File: src/sv/treb_pkg.sv
// ----------------------------------------------------------------------------
// treb_pkg
// Types, widths and word tags shared by the TDC readout event builder.
// ----------------------------------------------------------------------------
package treb_pkg;

    localparam int CHANNELS_DEF = 32;
    localparam int HITS_DEF     = 1024;

    localparam int WORD_W  = 32;
    localparam int TAG_W   = 5;
    localparam int CH_W    = 5;
    localparam int RAW_W   = 21;
    localparam int EVT_W   = 22;
    localparam int CNT_W   = 11;
    localparam int WCNT_W  = 16;
    localparam int TTAG_W  = 27;
    localparam int TLOW_W  = 5;
    localparam int STAMP_W = 32;

    // word tags, bits 31..27 after optional byte swap
    localparam logic [TAG_W-1:0] TAG_HIT  = 5'h00;
    localparam logic [TAG_W-1:0] TAG_GHDR = 5'h08;
    localparam logic [TAG_W-1:0] TAG_GTRL = 5'h10;
    localparam logic [TAG_W-1:0] TAG_TTAG = 5'h11;

    typedef enum logic [1:0] {
        K_HIT   = 2'd0,
        K_COUNT = 2'd1,
        K_EVENT = 2'd2
    } t_kind;

    typedef struct packed {
        logic [TAG_W-1:0]  tag;
        logic              trailing;
        logic [CH_W-1:0]   channel;
        logic [RAW_W-1:0]  raw_time;
        logic [EVT_W-1:0]  event_number;
        logic [TTAG_W-1:0] trig_high;
        logic [WCNT_W-1:0] word_total;
        logic [TLOW_W-1:0] trig_low;
    } t_dec;

    typedef struct packed {
        t_kind              kind;
        logic [CH_W-1:0]    channel;
        logic               trailing;
        logic [RAW_W-1:0]   raw_time;
        logic [EVT_W-1:0]   event_number;
        logic [CNT_W-1:0]   leading_hits;
        logic [CNT_W-1:0]   trailing_hits;
        logic [WCNT_W-1:0]  word_total;
        logic [STAMP_W-1:0] trigger_stamp;
        logic               trigger_seen;
        logic               any_leading;
        logic               last;
    } t_rec;

endpackage

File: src/sv/treb_ifs.sv
// ----------------------------------------------------------------------------
// treb_in_if / treb_out_if
// Valid/ready channels for readout words and result records.
// ----------------------------------------------------------------------------
interface treb_in_if;
    import treb_pkg::*;
    logic              valid;
    logic              ready;
    logic [WORD_W-1:0] data_word;
    modport source (output valid, output data_word, input ready);
    modport sink   (input valid, input data_word, output ready);
endinterface

interface treb_out_if;
    import treb_pkg::*;
    logic valid;
    logic ready;
    t_rec rec;
    modport source (output valid, output rec, input ready);
    modport sink   (input valid, input rec, output ready);
endinterface

File: src/sv/tdc_readout_event_builder_top.sv
// ----------------------------------------------------------------------------
// tdc_readout_event_builder_top
// Multi-hit TDC readout decoder with per-channel hit counting in RAM.
// ----------------------------------------------------------------------------
// Usage:
//   i_in carries 32-bit readout words (valid/ready, a transaction per word).
//   o_out carries result records; o_out.rec.last marks the final record of
//   the word that caused it. i_cfg_wr_en/i_cfg_wr_data write byte_swap;
//   write it only while the block is idle.
// Sequence:
//   Header, trigger tag and unused words are taken in idle and give no record.
//   A measurement word: accept/RAM read, then (state S_HIT) RAM
//   read-modify-write of the channel counters and loading of the hit record
//   into the output register, which drives the record valid.
//   A trailer: one count record per cycle while the output is ready, swept
//   out of the counter RAM (each entry written back as zero behind the read),
//   then the event record. The single RAM port pair sets this sequence.
// Reset (synchronous, active low): counters read as zero through per-entry
//   valid bits, event number and trigger time cleared, byte_swap off.
// Stall: a held output stops the hit write-back and the trailer sweep;
//   i_in.ready is low until the current word's records are all loaded.
// ----------------------------------------------------------------------------
module tdc_readout_event_builder_top #(
    parameter int CHANNELS         = treb_pkg::CHANNELS_DEF,
    parameter int HITS_PER_CHANNEL = treb_pkg::HITS_DEF
) (
    input  logic         i_clk,
    input  logic         i_rst_n,
    input  logic         i_cfg_wr_en,
    input  logic         i_cfg_wr_data,
    treb_in_if.sink      i_in,
    treb_out_if.source   o_out
);
    import treb_pkg::*;

    localparam int AW    = (CHANNELS > 1) ? $clog2(CHANNELS) : 1;
    localparam int RAM_W = 2 * CNT_W;
    localparam logic [AW-1:0] LAST_IDX = AW'(CHANNELS - 1);

    typedef enum logic [1:0] {
        S_IDLE,
        S_HIT,
        S_DUMP,
        S_EVENT
    } t_state;

    // control state
    t_state              r_state,     n_state;
    logic                r_out_valid, n_out_valid;
    logic                r_byte_swap, n_byte_swap;
    logic [CHANNELS-1:0] r_vld,       n_vld;
    logic                r_rd_vld,    n_rd_vld;
    logic [EVT_W-1:0]    r_event,     n_event;
    logic [STAMP_W-1:0]  r_trig,      n_trig;
    logic                r_any,       n_any;
    logic [AW-1:0]       r_idx,       n_idx;
    // payload
    t_rec                r_out_rec,   n_out_rec;
    logic [AW-1:0]       r_hch,       n_hch;
    logic                r_htr,       n_htr;
    logic [RAW_W-1:0]    r_hraw,      n_hraw;
    logic [WCNT_W-1:0]   r_words,     n_words;

    t_dec             dec;
    logic             accept;
    logic             can_load;
    logic             ram_we;
    logic [AW-1:0]    ram_waddr;
    logic [RAM_W-1:0] ram_wdata;
    logic             ram_re;
    logic [AW-1:0]    ram_raddr;
    logic [RAM_W-1:0] ram_rdata;
    logic [CNT_W-1:0] rd_lead;
    logic [CNT_W-1:0] rd_trail;
    logic [CNT_W:0]   rd_sum;

    treb_decode u_decode (
        .i_word      (i_in.data_word),
        .i_byte_swap (r_byte_swap),
        .o_dec       (dec)
    );

    treb_ram #(
        .WIDTH (RAM_W),
        .DEPTH (CHANNELS),
        .AW    (AW)
    ) u_cnt_ram (
        .i_clk   (i_clk),
        .i_we    (ram_we),
        .i_waddr (ram_waddr),
        .i_wdata (ram_wdata),
        .i_re    (ram_re),
        .i_raddr (ram_raddr),
        .o_rdata (ram_rdata)
    );

    assign i_in.ready  = (r_state == S_IDLE);
    assign accept      = i_in.valid && i_in.ready;
    assign can_load    = !r_out_valid || o_out.ready;
    assign o_out.valid = r_out_valid;
    assign o_out.rec   = r_out_rec;

    // never-written entries read as zero
    assign rd_lead  = r_rd_vld ? ram_rdata[RAM_W-1:CNT_W] : '0;
    assign rd_trail = r_rd_vld ? ram_rdata[CNT_W-1:0]     : '0;
    assign rd_sum   = {1'b0, rd_lead} + {1'b0, rd_trail};

    always_comb begin
        n_state     = r_state;
        n_out_valid = r_out_valid && !o_out.ready;
        n_out_rec   = r_out_rec;
        n_byte_swap = i_cfg_wr_en ? i_cfg_wr_data : r_byte_swap;
        n_vld       = r_vld;
        n_rd_vld    = r_rd_vld;
        n_event     = r_event;
        n_trig      = r_trig;
        n_any       = r_any;
        n_idx       = r_idx;
        n_hch       = r_hch;
        n_htr       = r_htr;
        n_hraw      = r_hraw;
        n_words     = r_words;
        ram_we      = 1'b0;
        ram_waddr   = r_idx;
        ram_wdata   = '0;
        ram_re      = 1'b0;
        ram_raddr   = '0;

        unique case (r_state)
            S_IDLE: begin
                if (accept) begin
                    unique case (dec.tag)
                        TAG_HIT: begin
                            // channels beyond the configured count are dropped
                            if ({1'b0, dec.channel} < 6'(CHANNELS)) begin
                                ram_re    = 1'b1;
                                ram_raddr = dec.channel[AW-1:0];
                                n_rd_vld  = r_vld[dec.channel[AW-1:0]];
                                n_hch     = dec.channel[AW-1:0];
                                n_htr     = dec.trailing;
                                n_hraw    = dec.raw_time;
                                n_state   = S_HIT;
                            end
                        end
                        TAG_GHDR: begin
                            n_event = dec.event_number;
                        end
                        TAG_TTAG: begin
                            n_trig = {dec.trig_high, {TLOW_W{1'b0}}};
                        end
                        TAG_GTRL: begin
                            n_trig    = r_trig | {{(STAMP_W-TLOW_W){1'b0}}, dec.trig_low};
                            n_words   = dec.word_total;
                            n_any     = 1'b0;
                            n_idx     = '0;
                            ram_re    = 1'b1;
                            ram_raddr = '0;
                            n_rd_vld  = r_vld[0];
                            n_state   = S_DUMP;
                        end
                        default: begin
                        end
                    endcase
                end
            end
            S_HIT: begin
                if (can_load) begin
                    n_state = S_IDLE;
                    // channel full: drop silently
                    if (rd_sum < 12'(HITS_PER_CHANNEL)) begin
                        ram_we        = 1'b1;
                        ram_waddr     = r_hch;
                        ram_wdata     = r_htr ? {rd_lead, rd_trail + 1'b1}
                                              : {rd_lead + 1'b1, rd_trail};
                        n_vld[r_hch]  = 1'b1;
                        n_out_valid   = 1'b1;
                        n_out_rec              = '0;
                        n_out_rec.kind         = K_HIT;
                        n_out_rec.channel      = CH_W'(r_hch);
                        n_out_rec.trailing     = r_htr;
                        n_out_rec.raw_time     = r_hraw;
                        n_out_rec.event_number = r_event;
                        n_out_rec.last         = 1'b1;
                    end
                end
            end
            S_DUMP: begin
                if (can_load) begin
                    n_out_valid             = 1'b1;
                    n_out_rec               = '0;
                    n_out_rec.kind          = K_COUNT;
                    n_out_rec.channel       = CH_W'(r_idx);
                    n_out_rec.event_number  = r_event;
                    n_out_rec.leading_hits  = rd_lead;
                    n_out_rec.trailing_hits = rd_trail;
                    // clear entry behind the read
                    ram_we       = 1'b1;
                    ram_waddr    = r_idx;
                    ram_wdata    = '0;
                    n_vld[r_idx] = 1'b0;
                    n_any        = r_any || (rd_lead != '0);
                    if (r_idx == LAST_IDX) begin
                        n_state = S_EVENT;
                    end else begin
                        n_idx     = r_idx + 1'b1;
                        ram_re    = 1'b1;
                        ram_raddr = r_idx + 1'b1;
                        n_rd_vld  = r_vld[r_idx + 1'b1];
                    end
                end
            end
            S_EVENT: begin
                if (can_load) begin
                    n_out_valid             = 1'b1;
                    n_out_rec               = '0;
                    n_out_rec.kind          = K_EVENT;
                    n_out_rec.event_number  = r_event;
                    n_out_rec.word_total    = r_words;
                    n_out_rec.trigger_stamp = r_trig;
                    n_out_rec.trigger_seen  = (r_trig != '0);
                    n_out_rec.any_leading   = r_any;
                    n_out_rec.last          = 1'b1;
                    n_event = '0;
                    n_trig  = '0;
                    n_any   = 1'b0;
                    n_state = S_IDLE;
                end
            end
            default: begin
                n_state = S_IDLE;
            end
        endcase
    end

    always_ff @(posedge i_clk) begin
        r_out_rec <= n_out_rec;
        r_hch     <= n_hch;
        r_htr     <= n_htr;
        r_hraw    <= n_hraw;
        r_words   <= n_words;
        if (!i_rst_n) begin
            r_state     <= S_IDLE;
            r_out_valid <= 1'b0;
            r_byte_swap <= 1'b0;
            r_vld       <= '0;
            r_rd_vld    <= 1'b0;
            r_event     <= '0;
            r_trig      <= '0;
            r_any       <= 1'b0;
            r_idx       <= '0;
        end else begin
            r_state     <= n_state;
            r_out_valid <= n_out_valid;
            r_byte_swap <= n_byte_swap;
            r_vld       <= n_vld;
            r_rd_vld    <= n_rd_vld;
            r_event     <= n_event;
            r_trig      <= n_trig;
            r_any       <= n_any;
            r_idx       <= n_idx;
        end
    end

`ifndef NO_ASSERTIONS
    // read and write never target the same entry in one cycle
    a_no_rw_overlap: assert property (@(posedge i_clk) disable iff (!i_rst_n)
        !(ram_we && ram_re && (ram_waddr == ram_raddr)))
        else $error("counter RAM read/write collision");

    // event record only follows the count sweep
    a_event_after_dump: assert property (@(posedge i_clk) disable iff (!i_rst_n)
        (r_state == S_EVENT && $past(r_state) != S_EVENT) |-> $past(r_state) == S_DUMP)
        else $error("event state entered without count sweep");

    // trailer leaves event state cleared
    a_event_clears: assert property (@(posedge i_clk) disable iff (!i_rst_n)
        (r_state == S_EVENT && can_load) |=>
            (r_state == S_IDLE && r_event == '0 && r_trig == '0 && !r_any))
        else $error("event state not cleared after event record");

    // sweep clears valid bits of all entries visited
    a_sweep_clears: assert property (@(posedge i_clk) disable iff (!i_rst_n)
        (r_state == S_DUMP && can_load) |=> !r_vld[$past(r_idx)])
        else $error("swept counter entry still valid");
`endif
endmodule

File: src/sv/treb_ram.sv
// ----------------------------------------------------------------------------
// treb_ram
// Generic single-write, single-read RAM with registered read data.
// ----------------------------------------------------------------------------
module treb_ram #(
    parameter int WIDTH = 22,
    parameter int DEPTH = 32,
    parameter int AW    = (DEPTH > 1) ? $clog2(DEPTH) : 1
) (
    input  logic             i_clk,
    input  logic             i_we,
    input  logic [AW-1:0]    i_waddr,
    input  logic [WIDTH-1:0] i_wdata,
    input  logic             i_re,
    input  logic [AW-1:0]    i_raddr,
    output logic [WIDTH-1:0] o_rdata
);
    logic [WIDTH-1:0] r_mem [DEPTH];
    logic [WIDTH-1:0] r_rdata;

    always_ff @(posedge i_clk) begin
        if (i_we) begin
            r_mem[i_waddr] <= i_wdata;
        end
        if (i_re) begin
            r_rdata <= r_mem[i_raddr];
        end
    end

    assign o_rdata = r_rdata;
endmodule

File: src/sv/treb_decode.sv
// ----------------------------------------------------------------------------
// treb_decode
// Optional byte reversal and field extraction of one readout word.
// ----------------------------------------------------------------------------
module treb_decode (
    input  logic [treb_pkg::WORD_W-1:0] i_word,
    input  logic                        i_byte_swap,
    output treb_pkg::t_dec              o_dec
);
    import treb_pkg::*;

    logic [WORD_W-1:0] w;

    assign w = i_byte_swap ? {i_word[7:0], i_word[15:8], i_word[23:16], i_word[31:24]}
                           : i_word;

    always_comb begin
        o_dec.tag          = w[31:27];
        o_dec.trailing     = w[26];
        o_dec.channel      = w[25:21];
        o_dec.raw_time     = w[20:0];
        o_dec.event_number = w[26:5];
        o_dec.trig_high    = w[26:0];
        o_dec.word_total   = w[20:5];
        o_dec.trig_low     = w[4:0];
    end
endmodule

File: src/flat_wrapper.sv
// flat-port wrapper written by rule: the top's interface ports become plain ports
module tdc_readout_event_builder_top_flat import treb_pkg::*;
#(
    parameter int CHANNELS         = treb_pkg::CHANNELS_DEF,
    parameter int HITS_PER_CHANNEL = treb_pkg::HITS_DEF
)
  (i_clk, i_rst_n, i_cfg_wr_en, i_cfg_wr_data, i_in_valid, i_in_data_word, i_in_ready, o_out_valid, o_out_rec, o_out_ready);
  treb_in_if i_in_i ();
  treb_out_if o_out_i ();
  input  logic i_clk;
  input  logic i_rst_n;
  input  logic i_cfg_wr_en;
  input  logic i_cfg_wr_data;
  input wire logic [$bits(i_in_i.valid)-1:0] i_in_valid;
  input wire logic [$bits(i_in_i.data_word)-1:0] i_in_data_word;
  output wire logic [$bits(i_in_i.ready)-1:0] i_in_ready;
  output wire logic [$bits(o_out_i.valid)-1:0] o_out_valid;
  output wire logic [$bits(o_out_i.rec)-1:0] o_out_rec;
  input wire logic [$bits(o_out_i.ready)-1:0] o_out_ready;
  assign i_in_i.valid = i_in_valid;
  assign i_in_i.data_word = i_in_data_word;
  assign i_in_ready = i_in_i.ready;
  assign o_out_valid = o_out_i.valid;
  assign o_out_rec = o_out_i.rec;
  assign o_out_i.ready = o_out_ready;
  tdc_readout_event_builder_top #(.CHANNELS(CHANNELS), .HITS_PER_CHANNEL(HITS_PER_CHANNEL)) u_core (.i_clk(i_clk), .i_rst_n(i_rst_n), .i_cfg_wr_en(i_cfg_wr_en), .i_cfg_wr_data(i_cfg_wr_data), .i_in(i_in_i), .o_out(o_out_i));
endmodule
File: config.mk
export PLATFORM = sky130hd
export DESIGN_NAME = tdc_readout_event_builder_top_flat
export DESIGN_NICKNAME = d
export VERILOG_FILES = /design/src/sv/treb_pkg.sv /design/src/sv/treb_ifs.sv /design/src/sv/tdc_readout_event_builder_top.sv /design/src/sv/treb_ram.sv /design/src/sv/treb_decode.sv /design/src/flat_wrapper.sv
export SDC_FILE = /design/constraint.sdc
export NUM_CORES = 1
export LEC_CHECK = 0
export ABC_AREA = 1
export BUFFER_PORTS_ARGS = -buffer_cell sky130_fd_sc_hd__buf_2
export CAP_MARGIN = 30
export CORE_MARGIN = 2
export CORE_UTILIZATION = 50
export CTS_CLUSTER_DIAMETER = 120
export DETAILED_ROUTE_END_ITERATION = 8
export MAX_ROUTING_LAYER = met4
export PLACE_DENSITY_LB_ADDON = 0.2
export SYNTH_ARGS = -nofsm -noshare
export SYNTH_HDL_FRONTEND = slang
export SYNTH_SLANG_ARGS = --single-unit
File: constraint.sdc
create_clock -name i_clk -period 13.3 [get_ports i_clk]
set_clock_uncertainty 0.1 [all_clocks]
set_input_delay 1.33 -clock i_clk [delete_from_list [all_inputs] [get_ports i_clk]]
set_output_delay 1.33 -clock i_clk [all_outputs]
set_load 0.005 [all_outputs]
Word level (Yosys, flattened, before mapping)
Memory sizes are Yosys's and may differ from the RTL's. A register that Yosys moved wholly into a read port is not among the register bits.
Index checks and enable logic that the tools add are counted.
{"block": "word_totals", "ram_bits": 704, "ff_bits": 264, "n_memories": 1, "word_cells": 166, "input_bits": 38}
{"name": "u_core.u_cnt_ram.r_mem", "depth": 32, "width": 22, "rd": 1, "rd_clocked_by_memory_dff": 1, "wr": 1, "line_no": "treb_ram.sv:18", "source": "logic [WIDTH-1:0] r_mem [DEPTH];"}
{"block": "classes", "n_mux": 76, "n_eq_ne": 19, "reduce_logical": 30, "order_cmp": 7, "bitwise_logic": 4, "n_addsub": 4}
{"cell": "2-to-1 mux 124 bit", "count": 4}
{"cell": "case mux 124 bit (3 select lines)", "count": 1}
{"cell": "2-to-1 mux 32 bit", "count": 6}
{"cell": "case mux 32 bit (2 select lines)", "count": 3}
{"cell": "2-to-1 mux 22 bit", "count": 7}
{"cell": "2-to-1 mux 5 bit", "count": 11}
{"cell": "case mux 22 bit (2 select lines)", "count": 1}
{"cell": "AND 32 bit", "count": 1}
{"cell": "NOT 32 bit", "count": 1}
{"cell": "OR 32 bit", "count": 1}
{"cell": "OR 32 x 5 -> 32 bit", "count": 1}
{"cell": "nonzero test 32 bit", "count": 1}
{"cell": "AND reduction 5 bit", "count": 5}
{"cell": "< comparator 5 x 6 -> 1 bit (second input constant)", "count": 4}
{"cell": "2-to-1 mux 1 bit", "count": 23}
{"cell": "adder 11 x 1 -> 11 bit (second input constant)", "count": 2}
{"cell": "2-to-1 mux 11 bit", "count": 2}
{"cell": "case mux 5 bit (2 select lines)", "count": 2}
{"cell": "equality test 5 bit (second input constant)", "count": 3}
{"cell": "adder 11 x 11 -> 12 bit", "count": 1}
{"cell": "< comparator 12 x 11 -> 1 bit (second input constant)", "count": 1}
{"cell": "!= test 2 x 1 -> 1 bit (second input constant)", "count": 6}
{"cell": "AND reduction 4 bit", "count": 3}
{"cell": "nonzero test 11 bit", "count": 1}
{"cell": "other kinds (23)", "count": 49}

Logic depth before layout (Yosys ltp)
{"block": "logic_depth", "depth_word": 8, "ltp_mapped": 21}

Cells and area by module
Synthesis repeated with hierarchy kept, for this count alone.
{"block": "unflattened", "hier_cells": 4005, "hier_area_um2": 42371.9}
{"mod": "treb_ram", "seq_area_each_um2": 21800.9, "cells_each": 2446, "area_per_inst_um2": 29120.4, "instances": 1}
{"mod": "tdc_readout_event_builder_top", "seq_area_each_um2": 6956.7, "cells_each": 1385, "area_per_inst_um2": 12231.7, "instances": 1}
{"mod": "treb_decode", "seq_area_each_um2": 0.0, "cells_each": 174, "area_per_inst_um2": 1019.7, "instances": 1}

Worst setup path before layout
OpenSTA, ideal clock, no wires.
{"block": "synth_timing", "kind": "register -> register", "from": "reg u_core.r_rd_vld", "to": "reg u_core.r_out_rec, in the netlist u_core.o_out.rec[0] (enable)", "arrival_ns": 11.175, "setup_ns": 0.790, "path_buffers": 3, "path_stages_with_launch": 16, "synth_period_minus_slack_ns": 12.065, "required_time_ns": 12.410, "path_slack_ns": 1.235, "cell_sequence": "dfxtp_1 buf_2 buf_2 buf_1 nand2_1 inv_1 ha_1 a21oi_1 nor2_1 nor3_1 nand2_1 a21oi_1 nand3_1 nand2_1 nand2_1 a211oi_1"}
{"block": "synth_via", "elab_chain_cells": 5, "elab_cells_between_ends": 6, "cone_classes": "add/sub (1); order compare (1); eq/ne (1); mux (2); reduce/logical (1)"}
{"item": "from (decl)", "line_no": "tdc_readout_event_builder_top.sv:52", "source": "logic r_rd_vld, n_rd_vld;"}
{"item": "from (signal assigned)", "line_no": "tdc_readout_event_builder_top.sv:256", "source": "r_rd_vld <= n_rd_vld;"}
{"item": "2-to-1 mux 11 bit (on tied branches)", "line_no": "tdc_readout_event_builder_top.sv:104, tdc_readout_event_builder_top.sv:105"}
{"item": "adder 11 x 11 -> 12 bit *", "line_no": "tdc_readout_event_builder_top.sv:106", "source": "assign rd_sum = {1'b0, rd_lead} + {1'b0, rd_trail};"}
{"item": "< comparator 12 x 11 -> 1 bit *", "line_no": "tdc_readout_event_builder_top.sv:170", "source": "if (rd_sum < 12'(HITS_PER_CHANNEL)) begin"}
{"item": "!= test 2 x 1 -> 1 bit (no line) *"}
{"item": "AND reduction 5 bit (no line) *"}
{"item": "to (signal assigned)", "line_no": "tdc_readout_event_builder_top.sv:236", "source": "r_out_rec <= n_out_rec;"}
{"item": "to (decl)", "line_no": "tdc_readout_event_builder_top.sv:58", "source": "t_rec r_out_rec, n_out_rec;"}
Mark *: on every way between the ends. The rest lies on a longest branch, timed or not.
A chain may end at the register's enable or synchronous reset.

Final worst setup path
{"block": "layout_timing", "from": "reg u_core.r_byte_swap", "to": "reg u_core.u_cnt_ram.r_rdata[14], in the netlist u_core.u_cnt_ram.o_rdata[14] (read register of u_core.u_cnt_ram.r_mem) (data pin)"}
{"block": "layout_via", "elab_chain_cells": 6, "elab_cells_between_ends": 10, "cone_classes": "eq/ne (1); mux (7); reduce/logical (2)"}
{"item": "from (decl)", "line_no": "tdc_readout_event_builder_top.sv:50", "source": "logic r_byte_swap, n_byte_swap;"}
{"item": "from (signal assigned)", "line_no": "tdc_readout_event_builder_top.sv:254", "source": "r_byte_swap <= n_byte_swap;"}
{"item": "2-to-1 mux 32 bit *", "line_no": "treb_decode.sv:14", "source": "assign w = i_byte_swap ? {i_word[7:0], i_word[15:8], i_word[23:16], i_word[31:24]}"}
{"item": "equality test 5 bit / logical NOT 5 bit (equally long branches)", "line_no": "tdc_readout_event_builder_top.sv:132", "source": "unique case (dec.tag)"}
{"item": "OR reduction 2 bit (no line)"}
{"item": "2-to-1 mux 1 bit"}
{"item": "2-to-1 mux 1 bit", "line_no": "tdc_readout_event_builder_top.sv:131", "source": "if (accept) begin"}
{"item": "case mux 1 bit (2 select lines)", "line_no": "tdc_readout_event_builder_top.sv:129", "source": "unique case (r_state)"}
{"item": "to (decl)", "line_no": "treb_ram.sv:19", "source": "logic [WIDTH-1:0] r_rdata;"}
Marked as above.

==> results.rst <==
.. list-table::
   :header-rows: 1

   * - Metric
     - Value
   * - All-layer global routing usage
     - 27.8%
   * - Ports placed on the boundary
     - 164
   * - Status
     - finished, final reports clean
   * - Min-Delay Path Depth
     - 0
   * - Area fraction of the dominant cell type after synthesis
     - 60.4%
   * - Post-CTS resize count
     - 0
   * - Vias
     - 31600
   * - Area added between synthesis and finish
     - 12.7%
   * - Kind of start point of the critical path
     - register
   * - Drt wl/cell
     - 21.9 um
   * - Buffers from clock root to sink, at most
     - 3
   * - Sequential fraction of design power
     - between 40% and 50%
   * - Initial antenna violation count
     - 3
   * - CTS Root Buffer Type
     - sky130_fd_sc_hd__clkbuf_16
   * - Critical R2R Launch
     - u_core.r_byte_swap$_SDFFE_PN0P_
   * - Post-Syn Nets
     - ~4300
   * - Total leakage power
     - 19.8 nW
   * - Worst-skew pair later-pin latency
     - 680 ps
   * - Number of vias per cell after detailed routing
     - between 5 and 6
   * - Flop and latch count out of synthesis
     - roughly 1000
   * - Switching power
     - 3.12 mW
   * - Bufs and invs on worst path
     - 5
   * - Fraction of power spent switching nets
     - 33.6%
   * - Number of iterations in the first detailed-routing pass
     - 8
   * - Count of buffers inserted at the top-level ports
     - between 150 and 200
   * - Final count of negative-setup-slack endpoints
     - 0
   * - Cell taking the most area after synthesis
     - sky130_fd_sc_hd__edfxtp_1
   * - Global-route wire length before repair
     - between 150000 and 200000 um
   * - Number of violations reported at the end of detailed-routing iteration 0
     - ~3400
   * - Placement row count
     - 109
   * - Drt total wl
     - 124000 um
   * - Remaining number of nets flagged by the antenna check after routing
     - 0
   * - FMAX
     - 176 MHz
   * - Number of placed cells counting well taps
     - 5448
   * - H-tree depth reported by CTS
     - 3
   * - Worst reg2reg setup slack
     - 7610 ps
   * - Post-synthesis cell count
     - 4271
   * - Final Non-Filler Cells
     - roughly 5600
   * - Family of cells with the greatest summed delay on the critical path
     - buffers and inverters
   * - Reported max-cap violation count
     - 0
   * - Net count of the finished layout
     - 4447
   * - Post-route fraction of the period consumed by the critical path
     - 42.8%
   * - Clk pin slew, worst setup/hold paths
     - 60 ps
   * - Die height
     - 302 um
   * - RSZ-0062 raised after global routing
     - false
   * - Number of setup buffers added after CTS
     - 0
   * - Register-to-Register Path Depth
     - 15
   * - Endpoint of the lowest-slack register-to-register path
     - u_core.u_cnt_ram.o_rdata[14]$_DFFE_PP_
   * - Die Wd
     - slightly above 300 um
   * - Share of post-route cells with drive strength above 1
     - 11.3%
   * - Tmin final
     - approximately 5700 ps
   * - CP arrival
     - 5990 ps
   * - Area enclosed by the die boundary
     - 0.0911 mm2
   * - Worst EP required
     - 13600 ps
   * - Maximum number of pins on one net before global-route repair
     - 110
   * - TritonCTS clock tree
     - done
   * - Initial core utilization
     - 50.4%
   * - Logic pwr share
     - 27.0%
   * - Placer Congestion
     - 0.980
   * - Final number of max-transition violations
     - 0
   * - Largest stage delay, worst path
     - 770 ps
   * - Placeable core region
     - 0.0881 mm2
   * - Sink of the worst hold path
     - u_core.o_out.rec[90]$_DFFE_PP_
   * - Relative max-transition margin
     - 30.2%
   * - Hold path startpoint
     - u_core.r_event[17]$_SDFFE_PN0P_
   * - Final Hold Fails
     - 0
   * - Top cell by count, worst path
     - sky130_fd_sc_hd__nand2_1
   * - Transition time at the pin with the least slew margin
     - 1040 ps
   * - Hold WC Path Type
     - register to register
   * - Final design instance area without fill
     - 0.0500 mm2
   * - Maximum vdd ir drop
     - 0.000157 V
   * - Sequential area share after synthesis
     - 64.8%
   * - Via count of the first global-routing pass
     - 29400
   * - Yosys warnings
     - 0
   * - Internal power
     - slightly above 6 mW
   * - Main area contributors after synthesis
     - sky130_fd_sc_hd__edfxtp_1 60%, sky130_fd_sc_hd__nand3_1 8.0%, sky130_fd_sc_hd__nand2_1 6.7%
   * - Cell area power density
     - 186 mW/mm2
   * - Post-synthesis cell area
     - 0.0444 mm2
   * - Remaining DRCs
     - 0
   * - Hold buffer count at cts
     - 0
   * - Number of unique standard cell types used by synthesis
     - 37
   * - CP max FO
     - 71
   * - Residual overflow from global routing
     - 0
   * - HPWL Detailed
     - 73200 um
   * - Number of buffers created by CTS
     - 100
   * - Clock share of power
     - 30.8%
   * - Critical Path, Cell by Cell
     - buf_4 > inv_1 > nand2_1 > nand2_1 > nand4_4 > buf_4 > buf_4 > buf_4 > nand3b_1 > nand3_1 > nand3_1 > nand3_1 > nand2_1 > nand2_1 > nand2_1
   * - Crit path capture type
     - register
   * - Final sum of negative setup slack
     - 0 ps
   * - Startpoint-to-endpoint class of the critical path
     - register to register
   * - Mean Syn Cell Area
     - 10.4 um2
   * - Num Clock Sinks
     - 990
   * - Standard cell area after detailed placement
     - 0.0466 mm2
   * - CP max-delay cell
     - sky130_fd_sc_hd__buf_4
## state kept, by name, indices dropped and copies added, names as in the netlist
name,cells
u_core.u_cnt_ram.r_mem,704
u_core.o_out.rec,124
u_core.r_trig,32
u_core.r_vld,32
u_core.r_event,22
u_core.u_cnt_ram.o_rdata,22
u_core.r_hraw,21
u_core.r_words,16
u_core.r_hch,5
u_core.r_idx,5
u_core.r_state,2
u_core.o_out.valid,1
u_core.r_any,1
u_core.r_byte_swap,1
u_core.r_htr,1
u_core.r_rd_vld,1
## stage by stage
step	utilization, %	total power, mW	setup slack (ps)	hold slack, ps
floorplan	-	5.63	1230	309
global placement	52.7	6.41	7360	314
detailed placement	52.9	6.47	7260	315
CTS	56.7	9.31	7690	321
global route	56.7	9.71	7320	341
finish	56.7	9.28	7610	326
## cells in the mapped netlist
master                        n
sky130_fd_sc_hd__nand4_2      1
sky130_fd_sc_hd__clkinv_1     3
sky130_fd_sc_hd__xor2_1       8
sky130_fd_sc_hd__a21boi_0     1
sky130_fd_sc_hd__or2_2       16
sky130_fd_sc_hd__a21oi_1    117
sky130_fd_sc_hd__inv_1      635
sky130_fd_sc_hd__nand4_1     15
sky130_fd_sc_hd__nor2_2       2
sky130_fd_sc_hd__buf_4       22
sky130_fd_sc_hd__ha_1        22
sky130_fd_sc_hd__dfxtp_1     97
sky130_fd_sc_hd__o21bai_1     2
sky130_fd_sc_hd__o22ai_4      1
sky130_fd_sc_hd__buf_1       37
sky130_fd_sc_hd__inv_2        6
sky130_fd_sc_hd__edfxtp_1   893
sky130_fd_sc_hd__buf_6        4
sky130_fd_sc_hd__nand3b_1   330
sky130_fd_sc_hd__nor4_1       6
sky130_fd_sc_hd__a211oi_1     8
sky130_fd_sc_hd__nand2_2      4
sky130_fd_sc_hd__clkbuf_1   117
sky130_fd_sc_hd__buf_2       70
sky130_fd_sc_hd__o22ai_1     33
sky130_fd_sc_hd__o41ai_1      1
sky130_fd_sc_hd__o21ai_0    126
sky130_fd_sc_hd__nand2_1    790
sky130_fd_sc_hd__nand3_1    709
sky130_fd_sc_hd__nor2_1     138
sky130_fd_sc_hd__o2111ai_1    1
sky130_fd_sc_hd__nor3_1      18
sky130_fd_sc_hd__a221oi_1     2
sky130_fd_sc_hd__xnor2_1      3
sky130_fd_sc_hd__o21ai_2      3
sky130_fd_sc_hd__o211ai_1    25
sky130_fd_sc_hd__o21ai_1      5
## power groups by stage
stage | clock network [mW] | logic [mW] | registers, mW
detailed placement | 0 | 2.48 | 3.99
global placement | 0 | 2.43 | 3.98
floorplan | 0 | 1.61 | 4.03
finish | 2.85 | 2.50 | 3.92
global route | 3.01 | 2.76 | 3.94
CTS | 2.90 | 2.49 | 3.92
## cell families (layout without fill, tap and decap cells)
logic type / Yosys count / in the layout / share of synthesized area [%]
and+or+nand+nor: 2029 / 2029 / 22.3
DFF: 990 / 990 / 64.8
buffers and inverters: 894 / 1092 / 8.02
AOI/OAI and AO/OA: 325 / 325 / 4.06
adders and majority gates: 22 / 22 / 0.620
xor gates and xnor gates: 11 / 11 / 0.217
other: 0 / 6 / 0
## worst max path at each step
stage	from	slack, ps	cells after the start	to
after detailed placement	o_out_ready	7260	16	u_core.u_cnt_ram.o_rdata[21]$_DFFE_PP_
after global placement	o_out_ready	7360	16	u_core.u_cnt_ram.o_rdata[18]$_DFFE_PP_
after floorplan	u_core.r_rd_vld$_SDFFE_PN0P_	1230	15	u_core.o_out.rec[0]$_DFFE_PP_
after CTS	u_core.r_idx[0]$_SDFFE_PN0P_	7690	12	u_core.u_cnt_ram.o_rdata[19]$_DFFE_PP_
final	u_core.r_byte_swap$_SDFFE_PN0P_	7610	15	u_core.u_cnt_ram.o_rdata[14]$_DFFE_PP_
after global routing	u_core.r_byte_swap$_SDFFE_PN0P_	7320	15	u_core.u_cnt_ram.o_rdata[14]$_DFFE_PP_
## per-layer routing
layer	track usage (%)	share of wire (%)
met5	-	0
met2	42.2	46
met3	4.45	8.0
met4	11.6	4.3
met1	37.4	42
## layout make-up
cell class / count / area (um2)
Clock buffer: 124 / 2670
Inverter: 644 / 2420
Tap cell: 1165 / 1460
Fill cell: 7482 / 38100
Clock inverter: 60 / 663
Multi-Input combinational cell: 2387 / 12300
Sequential cell: 990 / 28800
Timing Repair Buffer: 264 / 1700
Antenna cell: 6 / 15.0
## cell usage in the layout (no fill, tap or decap), types with 6 or more instances in the layout
master                      synthesis  routed
sky130_fd_sc_hd__o22ai_1           33      32
sky130_fd_sc_hd__nor4_1             6       6
sky130_fd_sc_hd__o21ai_0          126     126
sky130_fd_sc_hd__buf_2             70     163
sky130_fd_sc_hd__nor2_1           138      93
sky130_fd_sc_hd__nand3_1          709     709
sky130_fd_sc_hd__xor2_1             8       8
sky130_fd_sc_hd__bufinv_16          0      11
sky130_fd_sc_hd__clkbuf_1         117      19
sky130_fd_sc_hd__clkinv_2           0      16
sky130_fd_sc_hd__nand4_1           15      15
sky130_fd_sc_hd__o211ai_1          25      25
sky130_fd_sc_hd__buf_4             22      90
sky130_fd_sc_hd__clkinv_1           3      21
sky130_fd_sc_hd__nor3_1            18      15
sky130_fd_sc_hd__nor2_2             2      46
sky130_fd_sc_hd__diode_2            0       6
sky130_fd_sc_hd__inv_1            635     634
sky130_fd_sc_hd__nand3b_1         330     330
sky130_fd_sc_hd__ha_1              22      21
sky130_fd_sc_hd__dfxtp_1           97      97
sky130_fd_sc_hd__clkbuf_16          0     102
sky130_fd_sc_hd__a21oi_1          117     112
sky130_fd_sc_hd__edfxtp_1         893     893
sky130_fd_sc_hd__nand2_1          790     788
sky130_fd_sc_hd__or2_2             16      16
sky130_fd_sc_hd__buf_8              0       7
Note: power is estimated with default switching activity, not from simulation.
